$ cat src/design/bvm_pkg.sv
`timescale 1ns / 1ps

package bvm_pkg;

    // Field widths
    localparam int CODE_W   = 12;
    localparam int TIME_W   = 32;
    localparam int MV_W     = 15;
    localparam int GAIN_W   = 24;
    localparam int OFFS_W   = 13;
    localparam int DELAY_W  = 16;
    localparam int EVENT_W  = 16;
    localparam int STATUS_W = 3;
    localparam int CONV_W   = CODE_W + GAIN_W;
    localparam int Q_FRAC   = 16;

    // Configuration port
    localparam int CFG_IDX_W  = 3;
    localparam int CFG_DATA_W = 24;

    localparam logic [CFG_IDX_W-1:0] REG_GAIN       = 3'd0;
    localparam logic [CFG_IDX_W-1:0] REG_OFFSET     = 3'd1;
    localparam logic [CFG_IDX_W-1:0] REG_OVERVOLT   = 3'd2;
    localparam logic [CFG_IDX_W-1:0] REG_FULL       = 3'd3;
    localparam logic [CFG_IDX_W-1:0] REG_GOOD       = 3'd4;
    localparam logic [CFG_IDX_W-1:0] REG_LOW        = 3'd5;
    localparam logic [CFG_IDX_W-1:0] REG_LOW_DELAY  = 3'd6;
    localparam logic [CFG_IDX_W-1:0] REG_CRIT_DELAY = 3'd7;

    // Register reset values
    localparam logic [GAIN_W-1:0]  GAIN_RST       = 24'd300028;
    localparam logic [OFFS_W-1:0]  OFFSET_RST     = 13'd0;
    localparam logic [MV_W-1:0]    OVERVOLT_RST   = 15'd15000;
    localparam logic [MV_W-1:0]    FULL_RST       = 15'd13200;
    localparam logic [MV_W-1:0]    GOOD_RST       = 15'd12400;
    localparam logic [MV_W-1:0]    LOW_RST        = 15'd11800;
    localparam logic [DELAY_W-1:0] LOW_DELAY_RST  = 16'd30000;
    localparam logic [DELAY_W-1:0] CRIT_DELAY_RST = 16'd10000;

    // Voltage constants in millivolts
    localparam logic [CONV_W-Q_FRAC-1:0] VALID_LO_MV = 20'd8000;
    localparam logic [CONV_W-Q_FRAC-1:0] VALID_HI_MV = 20'd16000;
    localparam logic [MV_W-1:0]          DEFAULT_MV  = 15'd12000;
    localparam logic [MV_W-1:0]          MIN_RST_MV  = 15'd15000;

    // Status codes
    localparam logic [STATUS_W-1:0] ST_CHARGING = 3'd0;
    localparam logic [STATUS_W-1:0] ST_FULL     = 3'd1;
    localparam logic [STATUS_W-1:0] ST_GOOD     = 3'd2;
    localparam logic [STATUS_W-1:0] ST_LOW      = 3'd3;
    localparam logic [STATUS_W-1:0] ST_CRITICAL = 3'd4;

    // Parameter defaults
    localparam int RING_DEPTH_DEF        = 16;
    localparam int OVERVOLT_DELAY_MS_DEF = 5000;

    // Controller to datapath commands
    typedef struct packed {
        logic capture;
        logic convert;
        logic update;
        logic div_run;
        logic commit;
    } bvm_cmd_t;

    // Datapath to controller status
    typedef struct packed {
        logic div_done;
        logic out_free;
    } bvm_stat_t;

endpackage

$ cat src/design/bvm_ram.sv
`timescale 1ns / 1ps

module bvm_ram #(
    parameter int WIDTH = 15,
    parameter int DEPTH = 16,
    parameter int AW    = (DEPTH > 1) ? $clog2(DEPTH) : 1
) (
    input  logic             clk,
    input  logic             we,
    input  logic [AW-1:0]    waddr,
    input  logic [WIDTH-1:0] wdata,
    input  logic             re,
    input  logic [AW-1:0]    raddr,
    output logic [WIDTH-1:0] rdata
);

    logic [WIDTH-1:0] mem [DEPTH];
    logic [WIDTH-1:0] rdata_reg;

    // Write port and registered read port
    always_ff @(posedge clk) begin
        if (we) begin
            mem[waddr] <= wdata;
        end
        if (re) begin
            rdata_reg <= mem[raddr];
        end
    end

    assign rdata = rdata_reg;

endmodule

$ cat src/design/bvm_ctrl.sv
`timescale 1ns / 1ps

module bvm_ctrl (
    input  logic               aclk,
    input  logic               aresetn,
    input  logic               s_valid,
    output logic               s_ready,
    input  bvm_pkg::bvm_stat_t stat,
    output bvm_pkg::bvm_cmd_t  cmd
);

    import bvm_pkg::*;

    typedef enum logic [2:0] {
        S_IDLE,
        S_MUL,
        S_CAL,
        S_DIV,
        S_POST
    } state_t;

    state_t state_reg, state_next;

    // Sequence one sample through convert, update, divide and commit
    always_comb begin
        state_next  = state_reg;
        cmd         = '0;
        unique case (state_reg)
            S_IDLE: begin
                if (s_valid) begin
                    cmd.capture = 1'b1;
                    state_next  = S_MUL;
                end
            end
            S_MUL: begin
                cmd.convert = 1'b1;
                state_next  = S_CAL;
            end
            S_CAL: begin
                cmd.update = 1'b1;
                state_next = S_DIV;
            end
            S_DIV: begin
                if (stat.div_done) begin
                    state_next = S_POST;
                end else begin
                    cmd.div_run = 1'b1;
                end
            end
            S_POST: begin
                if (stat.out_free) begin
                    cmd.commit = 1'b1;
                    state_next = S_IDLE;
                end
            end
            default: state_next = S_IDLE;
        endcase
    end

    // Hold state
    always_ff @(posedge aclk) begin
        if (!aresetn) begin
            state_reg <= S_IDLE;
        end else begin
            state_reg <= state_next;
        end
    end

    assign s_ready = (state_reg == S_IDLE);

endmodule

$ cat src/design/bvm_dp.sv
`timescale 1ns / 1ps

module bvm_dp #(
    parameter int RING_DEPTH        = bvm_pkg::RING_DEPTH_DEF,
    parameter int OVERVOLT_DELAY_MS = bvm_pkg::OVERVOLT_DELAY_MS_DEF
) (
    input  logic                            aclk,
    input  logic                            aresetn,
    input  logic                            cfg_we,
    input  logic [bvm_pkg::CFG_IDX_W-1:0]   cfg_index,
    input  logic [bvm_pkg::CFG_DATA_W-1:0]  cfg_wdata,
    input  logic [bvm_pkg::CODE_W-1:0]      s_adc_code,
    input  logic [bvm_pkg::TIME_W-1:0]      s_now_ms,
    input  bvm_pkg::bvm_cmd_t               cmd,
    output bvm_pkg::bvm_stat_t              stat,
    output logic                            m_valid,
    input  logic                            m_ready,
    output logic [bvm_pkg::MV_W-1:0]        m_smoothed_mv,
    output logic [bvm_pkg::STATUS_W-1:0]    m_status,
    output logic                            m_charging,
    output logic                            m_low_alert,
    output logic                            m_critical_alert,
    output logic                            m_overvolt_alert,
    output logic [bvm_pkg::TIME_W-1:0]      m_time_at_status_ms,
    output logic [bvm_pkg::TIME_W-1:0]      m_charging_total_ms,
    output logic [bvm_pkg::MV_W-1:0]        m_min_mv,
    output logic [bvm_pkg::MV_W-1:0]        m_max_mv,
    output logic [bvm_pkg::EVENT_W-1:0]     m_low_event_count,
    output logic [bvm_pkg::EVENT_W-1:0]     m_critical_event_count
);

    import bvm_pkg::*;

    localparam int AW     = (RING_DEPTH > 1) ? $clog2(RING_DEPTH) : 1;
    localparam int CNT_W  = $clog2(RING_DEPTH + 1);
    localparam int SUM_W  = MV_W + CNT_W;
    localparam int STEP_W = $clog2(SUM_W + 1);
    localparam int MVC_W  = CONV_W - Q_FRAC;
    localparam int CAL_W  = MV_W + 2;

    localparam logic [CNT_W-1:0]  DEPTH_CNT  = CNT_W'(RING_DEPTH);
    localparam logic [TIME_W-1:0] OV_DELAY   = TIME_W'(OVERVOLT_DELAY_MS);
    localparam logic [CAL_W-1:0]  CAL_MAX    = CAL_W'((1 << MV_W) - 1);
    localparam logic [EVENT_W-1:0] EVENT_MAX = '1;

    // Configuration registers
    logic [GAIN_W-1:0]  gain_reg;
    logic [OFFS_W-1:0]  offset_reg;
    logic [MV_W-1:0]    overvolt_reg, full_reg, good_reg, low_reg;
    logic [DELAY_W-1:0] low_delay_reg, crit_delay_reg;

    // Sample payload
    logic [CODE_W-1:0] code_reg;
    logic [TIME_W-1:0] now_reg;
    logic [CONV_W-1:0] conv_reg;

    // Ring and monitor state
    logic [AW-1:0]       wp_reg;
    logic                filled_reg;
    logic [SUM_W-1:0]    sum_reg;
    logic [MV_W-1:0]     last_smoothed_reg;
    logic [STATUS_W-1:0] last_status_reg;
    logic [TIME_W-1:0]   change_time_reg;
    logic                chg_flag_reg;
    logic [TIME_W-1:0]   chg_start_reg;
    logic [TIME_W-1:0]   chg_total_reg;
    logic                low_al_reg, crit_al_reg, over_al_reg;
    logic [EVENT_W-1:0]  low_events_reg, crit_events_reg;
    logic [MV_W-1:0]     min_reg, max_reg;

    // Divider
    logic [SUM_W-1:0]  div_num_reg;
    logic [CNT_W-1:0]  div_den_reg;
    logic [CNT_W-1:0]  div_rem_reg;
    logic [STEP_W-1:0] div_cnt_reg;

    logic m_valid_reg;

    // Ring memory
    logic [MV_W-1:0] ram_rdata;
    logic [MV_W-1:0] cal_mv;

    bvm_ram #(
        .WIDTH (MV_W),
        .DEPTH (RING_DEPTH),
        .AW    (AW)
    ) u_ring (
        .clk   (aclk),
        .we    (cmd.update),
        .waddr (wp_reg),
        .wdata (cal_mv),
        .re    (cmd.capture),
        .raddr (wp_reg),
        .rdata (ram_rdata)
    );

    // Validate, replace and calibrate the converted reading
    logic [MVC_W-1:0]        conv_mv;
    logic                    in_window;
    logic [MV_W-1:0]         reading;
    logic signed [CAL_W-1:0] cal_wide;
    logic [MV_W-1:0]         old_mv;
    logic [SUM_W-1:0]        sum_next;
    logic [CNT_W-1:0]        wp_inc;
    logic                    wp_wrap;
    logic [CNT_W-1:0]        count;

    always_comb begin
        conv_mv   = conv_reg[CONV_W-1:Q_FRAC];
        in_window = (conv_mv >= VALID_LO_MV) && (conv_mv <= VALID_HI_MV);
        if (in_window) begin
            reading = conv_mv[MV_W-1:0];
        end else if (last_smoothed_reg != '0) begin
            reading = last_smoothed_reg;
        end else begin
            reading = DEFAULT_MV;
        end
        cal_wide = $signed({2'b00, reading})
                 + $signed({{(CAL_W-OFFS_W){offset_reg[OFFS_W-1]}}, offset_reg});
        if (cal_wide < 0) begin
            cal_mv = '0;
        end else if (cal_wide > $signed(CAL_MAX)) begin
            cal_mv = CAL_MAX[MV_W-1:0];
        end else begin
            cal_mv = cal_wide[MV_W-1:0];
        end
        // Entries never written before the first wrap read as zero
        old_mv   = filled_reg ? ram_rdata : '0;
        sum_next = sum_reg - SUM_W'(old_mv) + SUM_W'(cal_mv);
        wp_inc   = CNT_W'(wp_reg) + CNT_W'(1);
        wp_wrap  = (wp_inc == DEPTH_CNT);
        count    = filled_reg ? DEPTH_CNT : wp_inc;
    end

    // One restoring divider step
    logic [CNT_W:0]   rem_sh;
    logic             q_bit;
    logic [CNT_W-1:0] rem_next;

    always_comb begin
        rem_sh = {div_rem_reg, div_num_reg[SUM_W-1]};
        q_bit  = (rem_sh >= {1'b0, div_den_reg});
        if (q_bit) begin
            rem_next = CNT_W'(rem_sh - {1'b0, div_den_reg});
        end else begin
            rem_next = rem_sh[CNT_W-1:0];
        end
    end

    // Classify the average and work out timers and alerts
    logic [MV_W-1:0]     smoothed;
    logic [STATUS_W-1:0] status;
    logic                charging;
    logic [TIME_W-1:0]   change_time_next;
    logic [TIME_W-1:0]   chg_total_next;
    logic                low_cond, crit_cond, over_cond;
    logic                low_raise, crit_raise, over_raise;

    always_comb begin
        smoothed = div_num_reg[MV_W-1:0];
        if (smoothed > overvolt_reg) begin
            status = ST_CHARGING;
        end else if (smoothed >= full_reg) begin
            status = ST_FULL;
        end else if (smoothed >= good_reg) begin
            status = ST_GOOD;
        end else if (smoothed >= low_reg) begin
            status = ST_LOW;
        end else begin
            status = ST_CRITICAL;
        end
        change_time_next = (status != last_status_reg) ? now_reg : change_time_reg;
        charging         = (smoothed > full_reg);
        chg_total_next   = chg_total_reg;
        if (!charging && chg_flag_reg) begin
            chg_total_next = chg_total_reg + (now_reg - chg_start_reg);
        end
        low_cond   = (status == ST_LOW);
        crit_cond  = (status == ST_CRITICAL);
        over_cond  = (smoothed > overvolt_reg);
        low_raise  = low_cond && !low_al_reg && (now_reg > TIME_W'(low_delay_reg));
        crit_raise = crit_cond && !crit_al_reg && (now_reg > TIME_W'(crit_delay_reg));
        over_raise = over_cond && !over_al_reg && (now_reg > OV_DELAY);
    end

    // Configuration writes
    always_ff @(posedge aclk) begin
        if (!aresetn) begin
            gain_reg       <= GAIN_RST;
            offset_reg     <= OFFSET_RST;
            overvolt_reg   <= OVERVOLT_RST;
            full_reg       <= FULL_RST;
            good_reg       <= GOOD_RST;
            low_reg        <= LOW_RST;
            low_delay_reg  <= LOW_DELAY_RST;
            crit_delay_reg <= CRIT_DELAY_RST;
        end else if (cfg_we) begin
            unique case (cfg_index)
                REG_GAIN:       gain_reg       <= cfg_wdata[GAIN_W-1:0];
                REG_OFFSET:     offset_reg     <= cfg_wdata[OFFS_W-1:0];
                REG_OVERVOLT:   overvolt_reg   <= cfg_wdata[MV_W-1:0];
                REG_FULL:       full_reg       <= cfg_wdata[MV_W-1:0];
                REG_GOOD:       good_reg       <= cfg_wdata[MV_W-1:0];
                REG_LOW:        low_reg        <= cfg_wdata[MV_W-1:0];
                REG_LOW_DELAY:  low_delay_reg  <= cfg_wdata[DELAY_W-1:0];
                REG_CRIT_DELAY: crit_delay_reg <= cfg_wdata[DELAY_W-1:0];
                default: ;
            endcase
        end
    end

    // Capture the beat and convert
    always_ff @(posedge aclk) begin
        if (cmd.capture) begin
            code_reg <= s_adc_code;
            now_reg  <= s_now_ms;
        end
        if (cmd.convert) begin
            conv_reg <= CONV_W'(code_reg) * CONV_W'(gain_reg);
        end
    end

    // Divider operands and quotient
    always_ff @(posedge aclk) begin
        if (cmd.update) begin
            div_num_reg <= sum_next;
            div_den_reg <= count;
            div_rem_reg <= '0;
        end else if (cmd.div_run) begin
            div_num_reg <= {div_num_reg[SUM_W-2:0], q_bit};
            div_rem_reg <= rem_next;
        end
    end

    // Divider step count
    always_ff @(posedge aclk) begin
        if (!aresetn) begin
            div_cnt_reg <= '0;
        end else if (cmd.update) begin
            div_cnt_reg <= STEP_W'(SUM_W);
        end else if (cmd.div_run) begin
            div_cnt_reg <= div_cnt_reg - STEP_W'(1);
        end
    end

    // Ring, extremes and monitor state
    always_ff @(posedge aclk) begin
        if (!aresetn) begin
            wp_reg            <= '0;
            filled_reg        <= 1'b0;
            sum_reg           <= '0;
            min_reg           <= MIN_RST_MV;
            max_reg           <= '0;
            last_smoothed_reg <= '0;
            last_status_reg   <= ST_GOOD;
            change_time_reg   <= '0;
            chg_flag_reg      <= 1'b0;
            chg_start_reg     <= '0;
            chg_total_reg     <= '0;
            low_al_reg        <= 1'b0;
            crit_al_reg       <= 1'b0;
            over_al_reg       <= 1'b0;
            low_events_reg    <= '0;
            crit_events_reg   <= '0;
        end else begin
            if (cmd.update) begin
                sum_reg <= sum_next;
                if (wp_wrap) begin
                    wp_reg     <= '0;
                    filled_reg <= 1'b1;
                end else begin
                    wp_reg <= wp_inc[AW-1:0];
                end
                if (cal_mv < min_reg) begin
                    min_reg <= cal_mv;
                end
                if (cal_mv > max_reg) begin
                    max_reg <= cal_mv;
                end
            end
            if (cmd.commit) begin
                last_smoothed_reg <= smoothed;
                last_status_reg   <= status;
                change_time_reg   <= change_time_next;
                chg_flag_reg      <= charging;
                chg_total_reg     <= chg_total_next;
                if (charging && !chg_flag_reg) begin
                    chg_start_reg <= now_reg;
                end
                low_al_reg  <= low_cond && (low_al_reg || low_raise);
                crit_al_reg <= crit_cond && (crit_al_reg || crit_raise);
                over_al_reg <= over_cond && (over_al_reg || over_raise);
                if (low_raise && low_events_reg != EVENT_MAX) begin
                    low_events_reg <= low_events_reg + EVENT_W'(1);
                end
                if (crit_raise && crit_events_reg != EVENT_MAX) begin
                    crit_events_reg <= crit_events_reg + EVENT_W'(1);
                end
            end
        end
    end

    // Output beat valid
    always_ff @(posedge aclk) begin
        if (!aresetn) begin
            m_valid_reg <= 1'b0;
        end else if (cmd.commit) begin
            m_valid_reg <= 1'b1;
        end else if (m_ready) begin
            m_valid_reg <= 1'b0;
        end
    end

    // Output beat payload
    always_ff @(posedge aclk) begin
        if (cmd.commit) begin
            m_smoothed_mv          <= smoothed;
            m_status               <= status;
            m_charging             <= charging;
            m_low_alert            <= low_cond && (low_al_reg || low_raise);
            m_critical_alert       <= crit_cond && (crit_al_reg || crit_raise);
            m_overvolt_alert       <= over_cond && (over_al_reg || over_raise);
            m_time_at_status_ms    <= now_reg - change_time_next;
            m_charging_total_ms    <= chg_total_next;
            m_min_mv               <= min_reg;
            m_max_mv               <= max_reg;
            m_low_event_count      <= (low_raise && low_events_reg != EVENT_MAX)
                                      ? low_events_reg + EVENT_W'(1) : low_events_reg;
            m_critical_event_count <= (crit_raise && crit_events_reg != EVENT_MAX)
                                      ? crit_events_reg + EVENT_W'(1) : crit_events_reg;
        end
    end

    assign m_valid       = m_valid_reg;
    assign stat.div_done = (div_cnt_reg == '0);
    assign stat.out_free = !m_valid_reg || m_ready;

endmodule

$ cat src/design/battery_voltage_monitor.sv
`timescale 1ns / 1ps
// Each beat is captured, converted, calibrated into the ring and averaged by a bit-serial
// divider over the SUM_W-bit ring sum, SUM_W = 15 + clog2(RING_DEPTH+1). A new sample is
// taken only once the last is committed, and commit waits for a free output; a finished
// result waits in the output register while the next sample is taken and worked.
// Reset: synchronous, active low; control, configuration and monitor registers return to
// defaults, the ring reads as empty through fill tracking, so no clearing pass is needed.

module battery_voltage_monitor #(
    parameter int RING_DEPTH        = bvm_pkg::RING_DEPTH_DEF,
    parameter int OVERVOLT_DELAY_MS = bvm_pkg::OVERVOLT_DELAY_MS_DEF
) (
    input  logic                            aclk,
    input  logic                            aresetn,
    input  logic                            cfg_we,
    input  logic [bvm_pkg::CFG_IDX_W-1:0]   cfg_index,
    input  logic [bvm_pkg::CFG_DATA_W-1:0]  cfg_wdata,
    input  logic                            s_valid,
    output logic                            s_ready,
    input  logic [bvm_pkg::CODE_W-1:0]      s_adc_code,
    input  logic [bvm_pkg::TIME_W-1:0]      s_now_ms,
    output logic                            m_valid,
    input  logic                            m_ready,
    output logic [bvm_pkg::MV_W-1:0]        m_smoothed_mv,
    output logic [bvm_pkg::STATUS_W-1:0]    m_status,
    output logic                            m_charging,
    output logic                            m_low_alert,
    output logic                            m_critical_alert,
    output logic                            m_overvolt_alert,
    output logic [bvm_pkg::TIME_W-1:0]      m_time_at_status_ms,
    output logic [bvm_pkg::TIME_W-1:0]      m_charging_total_ms,
    output logic [bvm_pkg::MV_W-1:0]        m_min_mv,
    output logic [bvm_pkg::MV_W-1:0]        m_max_mv,
    output logic [bvm_pkg::EVENT_W-1:0]     m_low_event_count,
    output logic [bvm_pkg::EVENT_W-1:0]     m_critical_event_count
);

    import bvm_pkg::*;

    bvm_cmd_t  cmd;
    bvm_stat_t stat;

    // Sequencer
    bvm_ctrl u_ctrl (
        .aclk    (aclk),
        .aresetn (aresetn),
        .s_valid (s_valid),
        .s_ready (s_ready),
        .stat    (stat),
        .cmd     (cmd)
    );

    // Conversion, ring average, divider and monitor state
    bvm_dp #(
        .RING_DEPTH        (RING_DEPTH),
        .OVERVOLT_DELAY_MS (OVERVOLT_DELAY_MS)
    ) u_dp (
        .aclk                   (aclk),
        .aresetn                (aresetn),
        .cfg_we                 (cfg_we),
        .cfg_index              (cfg_index),
        .cfg_wdata              (cfg_wdata),
        .s_adc_code             (s_adc_code),
        .s_now_ms               (s_now_ms),
        .cmd                    (cmd),
        .stat                   (stat),
        .m_valid                (m_valid),
        .m_ready                (m_ready),
        .m_smoothed_mv          (m_smoothed_mv),
        .m_status               (m_status),
        .m_charging             (m_charging),
        .m_low_alert            (m_low_alert),
        .m_critical_alert       (m_critical_alert),
        .m_overvolt_alert       (m_overvolt_alert),
        .m_time_at_status_ms    (m_time_at_status_ms),
        .m_charging_total_ms    (m_charging_total_ms),
        .m_min_mv               (m_min_mv),
        .m_max_mv               (m_max_mv),
        .m_low_event_count      (m_low_event_count),
        .m_critical_event_count (m_critical_event_count)
    );

endmodule
$ cat config.mk
export PLATFORM = sky130hd
export DESIGN_NAME = battery_voltage_monitor
export DESIGN_NICKNAME = d
export VERILOG_FILES = /design/src/design/bvm_pkg.sv /design/src/design/bvm_ram.sv /design/src/design/bvm_ctrl.sv /design/src/design/bvm_dp.sv /design/src/design/battery_voltage_monitor.sv
export SDC_FILE = /design/constraint.sdc
export NUM_CORES = 2
export LEC_CHECK = 0
export ABC_AREA = 1
export BUFFER_PORTS_ARGS = -buffer_cell sky130_fd_sc_hd__buf_2
export CAP_MARGIN = 20
export CORE_MARGIN = 2
export CORE_UTILIZATION = 39
export DETAILED_ROUTE_END_ITERATION = 12
export PLACE_DENSITY_LB_ADDON = 0.1
export SLEW_MARGIN = 20
export SYNTH_ARGS = -nofsm -noshare
export SYNTH_HDL_FRONTEND = slang
export SYNTH_SLANG_ARGS = --single-unit
$ cat constraint.sdc
create_clock -name aclk -period 6.4 [get_ports aclk]
set_input_delay 1.28 -clock aclk [delete_from_list [all_inputs] [get_ports aclk]]
set_output_delay 1.28 -clock aclk [all_outputs]
set_load 0.02 [all_outputs]
==> results.json <==
{
  "coreArea_sq_um": 129300,
  "die_w_um": 364.5,
  "crit_buf_inv": 5,
  "start_util_pct": 39.19,
  "overflow": 0,
  "htreeDepth": 3,
  "wirelength_um": 145000,
  "gp_congestion": 0.8791,
  "syn_avg_cell_area_sq_um": 8.810,
  "vias": 38891,
  "rsz0062_at_grt": "yes",
  "max_freq_mhz": 167.9,
  "power_w": 0.01994,
  "synthTopCellsByCount": "nand2_1, inv_1, edfxtp_1",
  "fin_worst_skew_ns": 0.02054,
  "regMostFlops": "u_dp.u_ring.mem",
  "hold_viol_final": 0,
  "synth_top_area_share_pct": 29.15,
  "ant_nets": 0,
  "finalSetupViolations": 0,
  "cp_slowest_cell": "or4_1",
  "synth_ff_type": "edfxtp_1",
  "post-route-period-util_pct": 93.05,
  "syn_area_sq_um": 50690,
  "min-delay-path-class": "reg2reg",
  "slowest_delay_ns": 0.56,
  "cts.sinks": 840,
  "slew_headroom_pct": 28.06,
  "cts_inserted_buffers": 98,
  "hold_slack_ns": 0.4564,
  "io-pin-count": 226,
  "cts-root-buf": "clkbuf_16",
  "synth_async_sr_flop_share_pct": 0,
  "p_leak_nw": 26.00,
  "nFillCells": 12831,
  "vias_per_cell": 4.985,
  "synth-warning-count": 0,
  "rows": 132,
  "tns_ns": 0,
  "synth_top_area_cell": "edfxtp_1",
  "routedWlPerCell_um": 18.58,
  "final_cell_area_sq_um": 57340,
  "cp_data_required_time_ns": 6.85,
  "postPlaceCellArea_sq_um": 53940,
  "num-nets-final": 6621,
  "area_growth_pct": 13.13,
  "antenna_found_initial": 5,
  "synth_most_common_cell": "nand2_1",
  "ys_seq_area_share_pct": 42.89,
  "grt_usage_pct": 21.90,
  "path_class": "reg2reg",
  "startpoint_type": "flip-flop",
  "io_buffers": 225,
  "period_needed_ns": 5.955,
  "drt_iter0_drc": 2897,
  "worst-path-max-fanout": 25,
  "clk_pin_slew_worst_paths_ns": 0.06,
  "synth_edf_count": 492,
  "hpwlAfterDp_um": 103000,
  "cap_violations": 0,
  "cts_tree": "yes",
  "status": "finished, final reports clean",
  "clock_latency_ns": 0.71,
  "cts_max_path_buffers": 3,
  "synth_area_leaders": "edfxtp_1, dfxtp_1, fa_1",
  "drc": 0,
  "drive_above_1_share_pct": 9.969,
  "yosysUniqueCellTypes": 61,
  "critPathArrivalTime_ns": 6.40,
  "cp_common_cell": "nand2_1",
  "final_util_pct": 44.34,
  "die_height_um": 364.5,
  "netlist_instances": 5753,
  "postCtsHoldBufs": 0,
  "largest_register_ffs": 240,
  "grt_pass1_vias": 37770,
  "ir_worst_vdd_uv": 625.7,
  "grt_max_degree": 158,
  "power_density_nw_per_um2": 347.7,
  "crit_family": "simple AND/OR/NAND/NOR gates",
  "slew_violations": 0,
  "worstMarginPinSlew_ns": 1.079,
  "dieArea_sq_um": 132900,
  "grt_pass1_wl_um": 223900,
  "synth_nets": 6401,
  "first_pass_iters": 7,
  "synth_seq_cells": 840,
  "cp-end-kind": "flip-flop"
}
-- what timing repair did --
item | 4_1_cts | 5_1_grt
setup buffers | 0 | 7
resized for setup | 0 | 15
endpoints found under the setup margin | 0 | 47
-- metal layers --
metal / GRT usage [%] / routed length [um] / vias up
met2: 35.71 / 66970 / 809
met4: 5.672 / 3439 / 4
met1: 30.53 / 67820 / 18647
met5: 0 / 27 / -
li1: - / - / 19255
met3: 3.101 / 6739 / 176
-- cells in the final DEF (no fill, tap or decap), types with 9 or more instances in the layout --
cell | synthesis | final
dfxtp_1 | 348 | 346
clkbuf_1 | 176 | 15
nand4_1 | 49 | 49
buf_2 | 18 | 224
clkbuf_16 | 0 | 101
o21bai_1 | 18 | 18
nor3_1 | 45 | 41
and2_1 | 31 | 31
nor4_1 | 16 | 16
clkbuf_8 | 0 | 9
inv_1 | 957 | 953
a31oi_1 | 14 | 13
o21ai_0 | 406 | 400
nand2_2 | 43 | 44
a21oi_1 | 400 | 396
nand3_2 | 8 | 9
ha_1 | 304 | 304
o21a_1 | 42 | 42
xor2_1 | 78 | 78
edfxtp_1 | 492 | 492
buf_4 | 6 | 111
clkinv_2 | 0 | 23
o22ai_1 | 79 | 79
a21o_1 | 11 | 11
nand3_1 | 221 | 220
nand2_1 | 1053 | 1052
o21ai_1 | 56 | 60
fa_1 | 268 | 268
o211ai_1 | 40 | 40
nor2_1 | 449 | 445
clkinv_1 | 1 | 14
xnor2_1 | 33 | 33
-- worst min-delay path, delay by kind of cell, from the launching register on --
family / cells / cell delay [ns]
DFF: 1 / 0.29
buffers and inverters: 1 / 0.06
AOI/OAI and AO/OA: 1 / 0.05
-- cell type report --
| type | instances | area, sq um | area share, % |
|---|---|---|---|
| Antenna cell | 1 | 2.502 | 0.004364 |
| Clock buffer | 125 | 2708 | 4.722 |
| Clock inverter | 61 | 598.1 | 1.043 |
| Inverter | 966 | 3636 | 6.341 |
| Multi-Input combinational cell | 3730 | 24480 | 42.70 |
| Sequential cell | 840 | 21750 | 37.92 |
| Tap cell | 1742 | 2180 | 3.801 |
| Timing Repair Buffer | 337 | 1986 | 3.463 |
-- through the flow --
stage | setup WS (ns) | std cells
6_report | 0.4448 | 7802
5_1_grt | -0.04956 | 7801
4_1_cts | 0.2169 | 7794
3_5_place_dp | 0.2423 | 7608
3_3_place_gp | 0.2781 | 7608
2_1_floorplan | 0.04990 | 5753
-- logic make-up after synthesis --
logic type | Yosys count | share of synthesized area (%)
compound gates | 1103 | 11.93
flops | 840 | 42.89
buf+inv | 1183 | 8.973
simple gates | 1944 | 16.20
xor+xnor | 111 | 1.918
fa+ha+maj | 572 | 18.09
-- power breakdown --
group	total [W]	leakage [nW]	internal, W	switching, W
Combinational	0.00767	17.1	0.00276	0.00491
Sequential	0.00656	7.32	0.00630	0.000259
Clock	0.00571	1.63	0.00330	0.00241
Total	0.0199	26.0	0.0124	0.00758
-- final timing paths --
| path | startpoint | to | slack [ns] | depth (start not counted) |
|---|---|---|---|---|
| worst max-delay path | u_dp.conv_reg[34] | u_dp.div_num_reg[19] | 0.44 | 30 |
| worst max register to register | u_dp.conv_reg[34] | u_dp.div_num_reg[19] | 0.44 | 30 |
| worst min register to register | u_dp.low_reg[12] | u_dp.low_reg[12] | 0.46 | 2 |
| worst min-delay path | u_dp.low_reg[12] | u_dp.low_reg[12] | 0.46 | 2 |
Note: power is estimated with default switching activity, not from simulation.
